===== config.mk =====
export PLATFORM = sky130hd
export DESIGN_NAME = velocity_reflect_restitution
export DESIGN_NICKNAME = d
export VERILOG_FILES = /design/src/vrr_pkg.sv /design/src/velocity_reflect_restitution.sv /design/src/vrr_mul.sv /design/src/vrr_core.sv
export SDC_FILE = /design/constraint.sdc
export NUM_CORES = 2
export LEC_CHECK = 0
export BUFFER_PORTS_ARGS = -buffer_cell sky130_fd_sc_hd__buf_2
export CORE_MARGIN = 2
export CORE_UTILIZATION = 55
export CTS_CLUSTER_DIAMETER = 30
export DETAILED_ROUTE_END_ITERATION = 8
export PLACE_DENSITY = 0.73
export SYNTH_ARGS = -nofsm -noshare
export SYNTH_HDL_FRONTEND = slang
export SYNTH_HIERARCHICAL = 1
export SYNTH_SLANG_ARGS = --single-unit

===== constraint.sdc =====
create_clock -name i_clk -period 16.95 [get_ports i_clk]
set_clock_uncertainty 0.05 [all_clocks]
set_input_delay 3.39 -clock i_clk [delete_from_list [all_inputs] [get_ports i_clk]]
set_output_delay 3.39 -clock i_clk [all_outputs]
set_load 0.1 [all_outputs]

===== src/vrr_pkg.sv =====
// shared types, constants, sine table and helpers for the velocity reflection block
package vrr_pkg;

    localparam int SPEED_BITS     = 16;
    localparam int TRIG_FRAC_BITS = 15;

    localparam int VEL_IN_W = 16;
    localparam int ANG_W    = 9;
    localparam int REST_W   = 10;

    localparam int VEL_W  = VEL_IN_W + 1;
    localparam int TRIG_W = TRIG_FRAC_BITS + 2;
    localparam int GAIN_W = REST_W + 1;
    localparam int DOT_W  = TRIG_FRAC_BITS + VEL_W + 1;
    localparam int M_W    = DOT_W - 1;
    localparam int Q_W    = M_W + 1;
    localparam int MA_W   = Q_W;
    localparam int MB_W   = (TRIG_W > GAIN_W) ? TRIG_W + 1 : GAIN_W + 1;
    localparam int P_W    = MA_W + MB_W;
    localparam int ACC_W  = P_W;
    localparam int SHIFT  = TRIG_FRAC_BITS + 8;
    localparam int SAT_W  = (SPEED_BITS < VEL_IN_W) ? SPEED_BITS : VEL_IN_W;
    localparam int IDX_W  = 7;

    localparam logic [GAIN_W-1:0] GAIN_ONE = GAIN_W'(256);
    localparam logic [ANG_W:0]    ANG_90   = (ANG_W+1)'(90);
    localparam logic [ANG_W:0]    ANG_180  = (ANG_W+1)'(180);
    localparam logic [ANG_W:0]    ANG_270  = (ANG_W+1)'(270);
    localparam logic [ANG_W:0]    ANG_360  = (ANG_W+1)'(360);

    localparam logic [ACC_W-1:0] TRUNC_BIAS = ACC_W'((64'd1 << SHIFT) - 64'd1);
    localparam logic signed [ACC_W-1:0] SAT_HI = $signed(ACC_W'((64'd1 << (SAT_W - 1)) - 64'd1));
    localparam logic signed [ACC_W-1:0] SAT_LO = -SAT_HI - $signed(ACC_W'(1));

    localparam longint unsigned PI_Q30 = 64'd3373259426;

    // (k+1)(k+2) for the odd taylor steps k = 1..21, first step in the low slot
    localparam int TAYLOR_N = 11;
    localparam logic [TAYLOR_N-1:0][9:0] TAYLOR_DEN = {
        10'd506, 10'd420, 10'd342, 10'd272, 10'd210, 10'd156,
        10'd110, 10'd72, 10'd42, 10'd20, 10'd6
    };

    typedef enum logic [3:0] {
        ST_IDLE,
        ST_TRIG,
        ST_MCX,
        ST_MSY,
        ST_DOT,
        ST_MCM,
        ST_MSM,
        ST_MGX,
        ST_MGY,
        ST_OUTX,
        ST_OUTY
    } t_state;

    typedef struct packed {
        logic signed [VEL_IN_W-1:0] new_vel_x;
        logic signed [VEL_IN_W-1:0] new_vel_y;
        logic                       old_vx_neg;
        logic                       old_vx_pos;
    } t_res;

    typedef logic [90:0][TRIG_FRAC_BITS:0] t_sin_tab;

    // taylor series in q30, rounded half up to the table format
    function automatic longint unsigned f_sin_quarter(input int unsigned d);
        longint unsigned x;
        longint unsigned term;
        longint          sum;
        bit              sub;
        x    = (longint'(d) * PI_Q30 + 64'd90) / 64'd180;
        term = x;
        sum  = longint'(x);
        sub  = 1'b1;
        for (int i = 0; i < TAYLOR_N; i++) begin
            term = (((term * x) >> 30) * x) >> 30;
            term = term / 64'(TAYLOR_DEN[i]);
            if (sub) begin
                sum = sum - longint'(term);
            end else begin
                sum = sum + longint'(term);
            end
            sub = !sub;
        end
        if (sum < 0) begin
            sum = 0;
        end
        return (longint'(sum) + (64'd1 << (29 - TRIG_FRAC_BITS))) >> (30 - TRIG_FRAC_BITS);
    endfunction

    function automatic t_sin_tab f_build_tab();
        t_sin_tab        tab;
        longint unsigned v;
        for (int unsigned d = 0; d <= 90; d++) begin
            v      = f_sin_quarter(d);
            tab[d] = v[TRIG_FRAC_BITS:0];
        end
        return tab;
    endfunction

    localparam t_sin_tab SIN_TAB = f_build_tab();

    // sine of a whole-degree angle in 0..359 by quadrant symmetry
    function automatic logic signed [TRIG_W-1:0] f_sin_deg(input logic [ANG_W:0] a);
        logic [ANG_W:0]          d;
        logic                    neg;
        logic [TRIG_FRAC_BITS:0] mag;
        logic signed [TRIG_W-1:0] val;
        if (a <= ANG_90) begin
            d   = a;
            neg = 1'b0;
        end else if (a <= ANG_180) begin
            d   = ANG_180 - a;
            neg = 1'b0;
        end else if (a <= ANG_270) begin
            d   = a - ANG_180;
            neg = 1'b1;
        end else begin
            d   = ANG_360 - a;
            neg = 1'b1;
        end
        mag = SIN_TAB[d[IDX_W-1:0]];
        val = $signed({1'b0, mag});
        return neg ? -val : val;
    endfunction

    function automatic logic signed [VEL_IN_W-1:0] f_sat(input logic signed [ACC_W-1:0] v);
        logic signed [ACC_W-1:0] r;
        if (v > SAT_HI) begin
            r = SAT_HI;
        end else if (v < SAT_LO) begin
            r = SAT_LO;
        end else begin
            r = v;
        end
        return r[VEL_IN_W-1:0];
    endfunction

    // divide by 2^SHIFT, rounding toward zero
    function automatic logic signed [ACC_W-1:0] f_trunc(input logic signed [ACC_W-1:0] v);
        logic signed [ACC_W-1:0] b;
        b = v + (v[ACC_W-1] ? $signed(TRUNC_BIAS) : $signed(ACC_W'(0)));
        return b >>> SHIFT;
    endfunction

endpackage


===== src/velocity_reflect_restitution.sv =====
// Bounces a velocity off a ramp: the velocity is split against the surface normal and the
// normal part comes back scaled by the restitution factor, with the result rounded toward
// zero and clamped to 16-bit signed, and a facing-left flag tracks sign changes of vx.
// An input transaction is taken only while the core is idle; its result reaches the output
// register as the core leaves its last step, and the next transaction can be taken in the
// cycle after, so a new one is never taken before the last is through. The six multiplies
// (two for the dot product, two for the normal projection, two for the restitution gain)
// share one 33x18 multiplier with a registered product; table lookup and rounding take
// their own steps. A result waiting on a stalled output holds the core in its last step.
module velocity_reflect_restitution (
    input  logic                                i_clk,
    input  logic                                i_rst_n,
    input  logic                                i_in_valid,
    output logic                                o_in_stall,
    input  logic signed [vrr_pkg::VEL_IN_W-1:0] i_vel_x,
    input  logic signed [vrr_pkg::VEL_IN_W-1:0] i_vel_y,
    input  logic [vrr_pkg::ANG_W-1:0]           i_surface_angle_deg,
    input  logic [vrr_pkg::REST_W-1:0]          i_restitution,
    output logic                                o_out_valid,
    input  logic                                i_out_stall,
    output logic signed [vrr_pkg::VEL_IN_W-1:0] o_new_vel_x,
    output logic signed [vrr_pkg::VEL_IN_W-1:0] o_new_vel_y,
    output logic                                o_facing_left_out
);
    import vrr_pkg::*;

    logic  busy;
    logic  done;
    logic  out_ready;
    t_res  res;
    logic  n_facing;

    logic                       r_out_valid;
    logic                       r_facing;
    logic signed [VEL_IN_W-1:0] r_new_vel_x;
    logic signed [VEL_IN_W-1:0] r_new_vel_y;

    assign o_in_stall = busy;
    assign out_ready  = !r_out_valid || !i_out_stall;

    vrr_core u_core (
        .i_clk               (i_clk),
        .i_rst_n             (i_rst_n),
        .i_start             (i_in_valid && !busy),
        .i_vel_x             (i_vel_x),
        .i_vel_y             (i_vel_y),
        .i_surface_angle_deg (i_surface_angle_deg),
        .i_restitution       (i_restitution),
        .i_out_ready         (out_ready),
        .o_busy              (busy),
        .o_done              (done),
        .o_res               (res)
    );

    always_comb begin
        n_facing = r_facing;
        if (!res.old_vx_neg && res.new_vel_x[VEL_IN_W-1]) begin
            n_facing = 1'b1;
        end else if (!res.old_vx_pos && !res.new_vel_x[VEL_IN_W-1]
                     && (res.new_vel_x != '0)) begin
            n_facing = 1'b0;
        end
    end

    always_ff @(posedge i_clk) begin
        if (!i_rst_n) begin
            r_out_valid <= 1'b0;
            r_facing    <= 1'b0;
        end else begin
            if (done) begin
                r_out_valid <= 1'b1;
                r_facing    <= n_facing;
            end else if (!i_out_stall) begin
                r_out_valid <= 1'b0;
            end
        end
    end

    always_ff @(posedge i_clk) begin
        if (done) begin
            r_new_vel_x <= res.new_vel_x;
            r_new_vel_y <= res.new_vel_y;
        end
    end

    assign o_out_valid       = r_out_valid;
    assign o_new_vel_x       = r_new_vel_x;
    assign o_new_vel_y       = r_new_vel_y;
    assign o_facing_left_out = r_facing;

endmodule


===== src/vrr_mul.sv =====
// shared signed multiplier with registered product
module vrr_mul (
    input  logic                            i_clk,
    input  logic signed [vrr_pkg::MA_W-1:0] i_a,
    input  logic signed [vrr_pkg::MB_W-1:0] i_b,
    output logic signed [vrr_pkg::P_W-1:0]  o_p
);
    import vrr_pkg::*;

    logic signed [P_W-1:0] r_p;

    always_ff @(posedge i_clk) begin
        r_p <= P_W'(i_a) * P_W'(i_b);
    end

    assign o_p = r_p;

endmodule


===== src/vrr_core.sv =====
// sequencer and datapath around the shared multiplier
module vrr_core (
    input  logic                                i_clk,
    input  logic                                i_rst_n,
    input  logic                                i_start,
    input  logic signed [vrr_pkg::VEL_IN_W-1:0] i_vel_x,
    input  logic signed [vrr_pkg::VEL_IN_W-1:0] i_vel_y,
    input  logic [vrr_pkg::ANG_W-1:0]           i_surface_angle_deg,
    input  logic [vrr_pkg::REST_W-1:0]          i_restitution,
    input  logic                                i_out_ready,
    output logic                                o_busy,
    output logic                                o_done,
    output vrr_pkg::t_res                       o_res
);
    import vrr_pkg::*;

    t_state r_state;
    t_state n_state;

    logic signed [VEL_W-1:0]   r_vx;
    logic signed [VEL_W-1:0]   r_vy;
    logic [ANG_W-1:0]          r_ang;
    logic [GAIN_W-1:0]         r_gain;
    logic signed [TRIG_W-1:0]  r_c;
    logic signed [TRIG_W-1:0]  r_s;
    logic signed [DOT_W-1:0]   r_dot;
    logic [M_W-1:0]            r_m;
    logic signed [Q_W-1:0]     r_qx;
    logic signed [Q_W-1:0]     r_qy;
    logic signed [ACC_W-1:0]   r_acc;
    logic signed [VEL_IN_W-1:0] r_nx;

    logic signed [MA_W-1:0]    mul_a;
    logic signed [MB_W-1:0]    mul_b;
    logic signed [P_W-1:0]     p;

    logic [ANG_W:0]            ang_n;
    logic [ANG_W:0]            ang_s;
    logic [ANG_W:0]            ang_c0;
    logic [ANG_W:0]            ang_c;
    logic signed [DOT_W-1:0]   dot_sum;
    logic signed [DOT_W-1:0]   dot_abs;
    logic [M_W-1:0]            q_mag;
    logic signed [Q_W-1:0]     q_pos;
    logic signed [TRIG_W-1:0]  c_abs;
    logic signed [TRIG_W-1:0]  s_abs;
    logic signed [ACC_W-1:0]   ny_full;

    vrr_mul u_mul (
        .i_clk (i_clk),
        .i_a   (mul_a),
        .i_b   (mul_b),
        .o_p   (p)
    );

    // normal angle and its quarter-turn for the cosine
    always_comb begin
        ang_n  = {1'b0, r_ang} + ANG_90;
        ang_s  = (ang_n >= ANG_360) ? ang_n - ANG_360 : ang_n;
        ang_c0 = ang_s + ANG_90;
        ang_c  = (ang_c0 >= ANG_360) ? ang_c0 - ANG_360 : ang_c0;
    end

    always_comb begin
        dot_sum = r_dot + p[DOT_W-1:0];
        dot_abs = dot_sum[DOT_W-1] ? -dot_sum : dot_sum;
        q_mag   = p[TRIG_FRAC_BITS+M_W-1:TRIG_FRAC_BITS];
        q_pos   = $signed({1'b0, q_mag});
        c_abs   = r_c[TRIG_W-1] ? -r_c : r_c;
        s_abs   = r_s[TRIG_W-1] ? -r_s : r_s;
        ny_full = -f_trunc(r_acc);
    end

    always_comb begin
        n_state = r_state;
        mul_a   = '0;
        mul_b   = '0;
        o_done  = 1'b0;
        unique case (r_state)
            ST_IDLE: begin
                if (i_start) begin
                    n_state = ST_TRIG;
                end
            end
            ST_TRIG: n_state = ST_MCX;
            ST_MCX: begin
                mul_a   = MA_W'(r_vx);
                mul_b   = MB_W'(r_c);
                n_state = ST_MSY;
            end
            ST_MSY: begin
                mul_a   = MA_W'(r_vy);
                mul_b   = MB_W'(r_s);
                n_state = ST_DOT;
            end
            ST_DOT: n_state = ST_MCM;
            ST_MCM: begin
                mul_a   = $signed({1'b0, r_m});
                mul_b   = MB_W'(c_abs);
                n_state = ST_MSM;
            end
            ST_MSM: begin
                mul_a   = $signed({1'b0, r_m});
                mul_b   = MB_W'(s_abs);
                n_state = ST_MGX;
            end
            ST_MGX: begin
                mul_a   = r_qx;
                mul_b   = $signed(MB_W'(r_gain));
                n_state = ST_MGY;
            end
            ST_MGY: begin
                mul_a   = r_qy;
                mul_b   = $signed(MB_W'(r_gain));
                n_state = ST_OUTX;
            end
            ST_OUTX: n_state = ST_OUTY;
            ST_OUTY: begin
                if (i_out_ready) begin
                    o_done  = 1'b1;
                    n_state = ST_IDLE;
                end
            end
            default: n_state = ST_IDLE;
        endcase
    end

    always_ff @(posedge i_clk) begin
        if (!i_rst_n) begin
            r_state <= ST_IDLE;
        end else begin
            r_state <= n_state;
        end
    end

    always_ff @(posedge i_clk) begin
        unique case (r_state)
            ST_IDLE: begin
                if (i_start) begin
                    r_vx   <= VEL_W'(i_vel_x);
                    r_vy   <= -VEL_W'(i_vel_y);
                    r_ang  <= i_surface_angle_deg;
                    r_gain <= GAIN_ONE + GAIN_W'(i_restitution);
                end
            end
            ST_TRIG: begin
                r_c <= f_sin_deg(ang_c);
                r_s <= f_sin_deg(ang_s);
            end
            ST_MSY: r_dot <= p[DOT_W-1:0];
            ST_DOT: r_m <= dot_abs[M_W-1:0];
            ST_MSM: r_qx <= r_c[TRIG_W-1] ? -q_pos : q_pos;
            ST_MGX: r_qy <= r_s[TRIG_W-1] ? -q_pos : q_pos;
            ST_MGY: r_acc <= (ACC_W'(r_vx) <<< SHIFT) + p;
            ST_OUTX: begin
                r_nx  <= f_sat(f_trunc(r_acc));
                r_acc <= (ACC_W'(r_vy) <<< SHIFT) + p;
            end
            default: ;
        endcase
    end

    assign o_busy = (r_state != ST_IDLE);

    always_comb begin
        o_res.new_vel_x  = r_nx;
        o_res.new_vel_y  = f_sat(ny_full);
        o_res.old_vx_neg = r_vx[VEL_W-1];
        o_res.old_vx_pos = !r_vx[VEL_W-1] && (r_vx != '0);
    end

endmodule

# Word level (Yosys, flattened, before mapping)
# Memory sizes are Yosys's and may differ from the RTL's.
# Cells that the tools add are included.
# word_totals
reg_bits	374
mem_bits_ro	4096
in_bits	55
mem_count	2
# memory_table
memory	depth	width	read_ports	rd_clocked_by_memory_dff	write_ports	line_no	text
(name not given)	128	16	1	0	0	vrr_pkg.sv:124	mag = SIN_TAB[d[IDX_W-1:0]];
(name not given)	128	16	1	0	0	vrr_pkg.sv:124	
# op_classes
add_sub_neg	23
n_mul	1
n_lt_le_gt_ge	14
eq_ne	13
n_mux	40
reduce_logical	23
# op_table
operator	n
33-bit one-hot mux with 5 select lines	1
51-bit one-hot mux with 2 select lines	1
16-bit two-way mux	6
32-bit two-way mux	3
18-bit one-hot mux with 5 select lines	1
7-bit two-way mux	8
39-bit by 51-bit adder with 51-bit output	1
40-bit by 51-bit adder with 51-bit output	1
51-bit by 24-bit adder with 51-bit output	1
51-bit by 16-bit greater-than comparator with 1-bit output, second input constant	1
51-bit by 16-bit < comparator with 1-bit output, second input constant	1
33-bit by 18-bit multiplier with 51-bit output	1
16-bit negation with 17-bit output	3
28-bit negation with 51-bit output	1
4-bit one-hot mux with 11 select lines	1
17-bit two-way mux	2
17-bit negation	2
33-bit adder	1
32-bit negation with 33-bit output	1
32-bit negation	1
28-bit by 16-bit greater-than comparator with 1-bit output, second input constant	1
28-bit by 16-bit < comparator with 1-bit output, second input constant	1
23-bit two-way mux	1
10-bit by 9-bit >= comparator with 1-bit output, second input constant	2
other kinds (30)	71

# Depth between registers and ports, before layout
# depth
ltp_word	15
ltp_mapped	42

# Modules after synthesis
# The synthesis kept the hierarchy.
# by_module_without_submodules
module	instances	cells_per_inst	area_each_um2	seq_area_each_um2
vrr_core	1	2791	25101.6	8638.3
vrr_mul	1	2401	21599.5	1021.0
velocity_reflect_restitution	1	47	1094.8	1001.0

# Least setup slack after synthesis
# No wires, ideal clock.
# synth_timing
path_type	register -> register
start	reg u_core.r_state[2]
end	reg u_core.r_acc[50], data pin
arrival_time_ps	9093
t_required_ps	16632
path_slack_ps	7539
stages_incl_launch_ff	24
path_cell_list	dfxtp_1 clkbuf_1 nor3_1 and2_1 clkbuf_1 clkbuf_1 mux2_2 ha_1 a21oi_1 o21bai_1 a21oi_1 o21bai_1 a21oi_1 o21bai_1 a21oi_1 nor2b_1 o21a_1 o31a_1 o41a_1 a41o_1 o21ai_0 o21ai_0 o41ai_1 xnor3_1
# synth_rtl
element	line_no	text
start, declared	vrr_core.sv:17	t_state r_state;
start signal, assigned	vrr_core.sv:132	r_state <= n_state;
end signal, assigned	vrr_core.sv:154	ST_MGY: r_acc <= (ACC_W'(r_vx) <<< SHIFT) + p;
end signal, assigned	vrr_core.sv:157	r_acc <= (ACC_W'(r_vy) <<< SHIFT) + p;
end, declared	vrr_core.sv:30	logic signed [ACC_W-1:0] r_acc;

# Final worst setup path
# layout_timing
start	reg u_core.r_ang[2]
end	reg u_core.r_c[15], data pin
# layout_via
elab_chain_len	15
# layout_rtl
element	line_no	text
start, declared	vrr_core.sv:22	logic [ANG_W-1:0] r_ang;
start signal, assigned	vrr_core.sv:142	r_ang <= i_surface_angle_deg;
9-bit by 7-bit adder with 10-bit output *	vrr_core.sv:58	ang_n = {1'b0, r_ang} + ANG_90;
10-bit by 9-bit subtractor with 10-bit output or 10-bit by 9-bit >= comparator with 1-bit output (tied branches)	vrr_core.sv:59	ang_s = (ang_n >= ANG_360) ? ang_n - ANG_360 : ang_n;
10-bit two-way mux *	vrr_core.sv:59	
10-bit by 7-bit adder with 10-bit output *	vrr_core.sv:60	ang_c0 = ang_s + ANG_90;
10-bit by 9-bit subtractor with 10-bit output or 10-bit by 9-bit >= comparator with 1-bit output (tied branches)	vrr_core.sv:61	ang_c = (ang_c0 >= ANG_360) ? ang_c0 - ANG_360 : ang_c0;
10-bit two-way mux *	vrr_core.sv:61	
10-bit by 9-bit <= comparator with 1-bit output, or another cell as far along	vrr_pkg.sv:117	end else if (a <= ANG_270) begin
7-bit two-way mux	vrr_pkg.sv:117	
7-bit two-way mux	vrr_pkg.sv:114	end else if (a <= ANG_180) begin
7-bit two-way mux	vrr_pkg.sv:111	if (a <= ANG_90) begin
7-bit two-way mux	vrr_core.sv:137	unique case (r_state)
memory 128 x 16 bit	--	
16-bit two-way mux (not written as such)	vrr_pkg.sv:124	
16-bit negation with 17-bit output	vrr_pkg.sv:126	return neg ? -val : val;
16-bit two-way mux *	vrr_pkg.sv:126	
end signal, assigned	vrr_core.sv:147	r_c <= f_sin_deg(ang_c);
end, declared	vrr_core.sv:24	logic signed [TRIG_W-1:0] r_c;
# Mark *: on every way between the ends. The rest lies on a longest branch, timed or not. The select of a mux whose other input is x is not followed.
# A chain may end at the register's enable or synchronous reset.

==> implementation parameters <==
Parameter                              Value

STA
  Shortest clock period the worst path allows after layout    11.29 ns
  Sum of negative setup slack    0 ns
  Final setup vio count    0
  F_max    0.0886 GHz
  Setup repair after global routing missed its margin    no
  Slew at the pin closest to its max-slew limit    1.24 ns
  Slew Limit Fails    0
  Tightest slew margin relative to the limit    16.2%
  Worst hold slack across all endpoints    slightly above 0.4 ns
  Final clock period utilization by the worst path    66.6%
  Endpoints failing hold    0

Place
  Final weighted congestion of routability-driven global placement    0.950
  Dpl hpwl    97600 µm
  Port buffer count    89
  Placed standard-cell area    a little under 0.05 mm²

Synthesis
  Number of distinct standard cells referenced by the synthesized netlist    116
  Synth Register Bits    374
  Post-synth ARST share    0%
  Post-Synthesis Cells    between 5k and 6k
  Mapped Area    0.0478 mm²
  Number of enable flip-flop cells after synthesis    about 320
  Register area share after synthesis    between 20% and 30%
  Count of warnings emitted by yosys    6
  Most area-consuming cells after synthesis    sky130_fd_sc_hd__fa_1, sky130_fd_sc_hd__edfxtp_1, sky130_fd_sc_hd__ha_1
  Library cell occupying the most area in the post-synthesis netlist    sky130_fd_sc_hd__fa_1
  Portion of synthesized cell area occupied by the leading cell type    approximately a quarter
  Synthesized area per cell    slightly above 9 µm²
  Post-Syn Nets    6123
  Top flip-flop cell by instance count after synthesis    sky130_fd_sc_hd__edfxtp_1

Setup path
  Crit path arrival time    11.57 ns
  Endpoint type of the worst setup path    register
  Crit Path Class    register to register
  Cell seen most often among critical-path stages    sky130_fd_sc_hd__nor2_1
  Reg-to-reg critical path startpoint    u_core/r_ang[2]
  Largest stage delay on the critical path    0.74 ns
  Critical Path Source    u_core/r_ang[2]
  Crit-path max FO    15
  Critical path startpoint category    register
  Highest-delay cell along the critical path    sky130_fd_sc_hd__a41oi_1
  WP data required    about 17 ns

Floorplan
  Die Y-Extent    approximately 300 µm
  Number of primary I/O pins    90
  Die Outline Area    0.0893 mm²
  Placement Rows    about 110
  Initial Utilization    55.3%
  Area of the core    just under 0.09 mm²
  Die W    ~300 µm

Global routing
  Via count of the first global-routing pass    just under 40k
  Total global-route track usage    30.3%
  GRT overflow    0
  Largest net degree at the start of global routing    68
  Number of antenna violations at the first check in global routing    5
  Wire length of the first global-routing pass    216000 µm

Clocking
  Hold buffers post-CTS    0
  Number of sinks handled by clock tree synthesis    374
  H-tree levels    3
  Root buffer cell    sky130_fd_sc_hd__clkbuf_16
  Post-CTS setup buffer count    0
  Number of gates resized after cts    0
  CTS tree    done
  Clk Latency, worst-skew pair    0.59 ns
  Cts bufs inserted    between 60 and 70
  Clock buffer depth    3
  Clock transition time at the flip-flop clock pins of the worst setup and hold paths    0.05 ns

Route
  Number of remaining DRC errors    0
  First-pass iteration count of the detailed router    9
  Via total after detailed routing    ~39k
  DR WL/cell    21.0 µm
  Final WL    135000 µm
  Post-DRT Antenna Nets    0
  Detail-routed via count per cell    6.10
  DRC violation total after the first TritonRoute iteration    3898

Status
  Outcome    finished clean

Final layout
  Fill cells    between 7k and 8k
  Commonest non-fill, non-tap cells in the layout    sky130_fd_sc_hd__inv_1, sky130_fd_sc_hd__nand2_1, sky130_fd_sc_hd__fa_1
  Multi-input combinational cell area    around 0.033 mm²
  Share of post-route cells with drive strength above 1    7.58%
  Most common cell after layout, fill and taps aside    sky130_fd_sc_hd__inv_1
  Design Area, Final    0.0515 mm²
  Footprint of the flip-flops and latches    0.0107 mm²
  Post-Route Utilization    59.6%
  Area growth from synthesis to final layout    7.84%
  Final net count    slightly above 6k

Flow run
  Max-capacitance violation count    0

Worst hold path
  Hold path start    u_core/u_mul/o_p[3]
  Type of the tightest min-delay check    register to register
==> layer usage <==
metal | up-vias | track usage [%] | share of wire (%)
li1 | 17654 | - | -
met1 | 19426 | 38.4 | 39
met2 | 1645 | 52.0 | 49
met3 | 349 | 3.74 | 6.8
met4 | 0 | 13.9 | 4.9
met5 | - | 0 | 0
==> flip-flops by register name, indices dropped and copies added, names as in the netlist <==
name	flops
o_facing_left_out	1
o_new_vel_x	16
o_new_vel_y	16
o_out_valid	1
u_core/r_acc	51
u_core/r_ang	9
u_core/r_c	17
u_core/r_dot	33
u_core/r_gain	11
u_core/r_m	32
u_core/r_nx	16
u_core/r_qx	33
u_core/r_qy	33
u_core/r_s	17
u_core/r_state	4
u_core/r_vx	16
u_core/r_vy	17
u_core/u_mul/o_p	51
==> cell type report <==
| class | count | share of cell area [%] |
|---|---|---|
| repair buffers | 168 | 2.01 |
| inverters | 735 | 5.36 |
| multi-input cells | 3849 | 64.8 |
| diodes | 5 | 0.0243 |
| clock buffers | 85 | 3.62 |
| clock inverters | 37 | 0.740 |
| flip-flops and latches | 374 | 20.7 |
| well taps | 1155 | 2.80 |
==> kinds of logic (layout without fill, tap and decap cells) <==
family | count (synthesis) | count (layout) | synth area share (%)
xor gates and xnor gates | 333 | 333 | 6.20
muxes | 55 | 55 | 1.31
adders and majority gates | 829 | 829 | 30.7
DFF | 374 | 374 | 22.3
other | 0 | 5 | 0
and+or+nand+nor | 1620 | 1620 | 16.5
buffers and inverters | 1016 | 1025 | 8.20
AOI/OAI and AO/OA | 1012 | 1012 | 14.8
==> cells in the mapped netlist, types with 39 or more instances <==
cell                       number
sky130_fd_sc_hd__ha_1         257
sky130_fd_sc_hd__nor3_1        90
sky130_fd_sc_hd__a31oi_1       39
sky130_fd_sc_hd__and2_1       259
sky130_fd_sc_hd__or3_1         59
sky130_fd_sc_hd__nand2_1      649
sky130_fd_sc_hd__a21o_1        59
sky130_fd_sc_hd__dfxtp_1       57
sky130_fd_sc_hd__nand3_1      110
sky130_fd_sc_hd__o211ai_1      58
sky130_fd_sc_hd__xnor2_1      250
sky130_fd_sc_hd__o21ai_0      178
sky130_fd_sc_hd__a22oi_1       43
sky130_fd_sc_hd__xor2_1        79
sky130_fd_sc_hd__nor2_1       229
sky130_fd_sc_hd__fa_1         572
sky130_fd_sc_hd__a21oi_1      212
sky130_fd_sc_hd__inv_1        729
sky130_fd_sc_hd__clkbuf_1     221
sky130_fd_sc_hd__edfxtp_1     317
sky130_fd_sc_hd__a211oi_1      50
==> per-stage QoR <==
step	cells	worst slack, ns
CTS	6403	5.85
global placement	6281	5.76
detailed placement	6281	5.88
global route	6408	4.61
finish	6408	5.66
floorplan	5239	7.54
==> path summary, 6_finish.rpt <==
path | to | depth (start not counted) | slack [ns]
max | u_core/r_c[15] | 39 | 5.66
min | u_core/r_dot[3] | 0 | 0.41
max reg2reg | u_core/r_c[15] | 39 | 5.66
min reg2reg | u_core/r_dot[3] | 0 | 0.41
==> critical path: cells and delay by family, from the launching register on <==
family	cells	cell delay, ns
fa+ha+maj	4	1.48
buf+inv	3	0.70
xor+xnor	2	1.07
flops	1	0.59
compound gates	19	4.88
simple gates	11	2.28
Power is not shown: default switching activity piles up to over one toggle a cycle in this logic, so the estimate is an artifact.
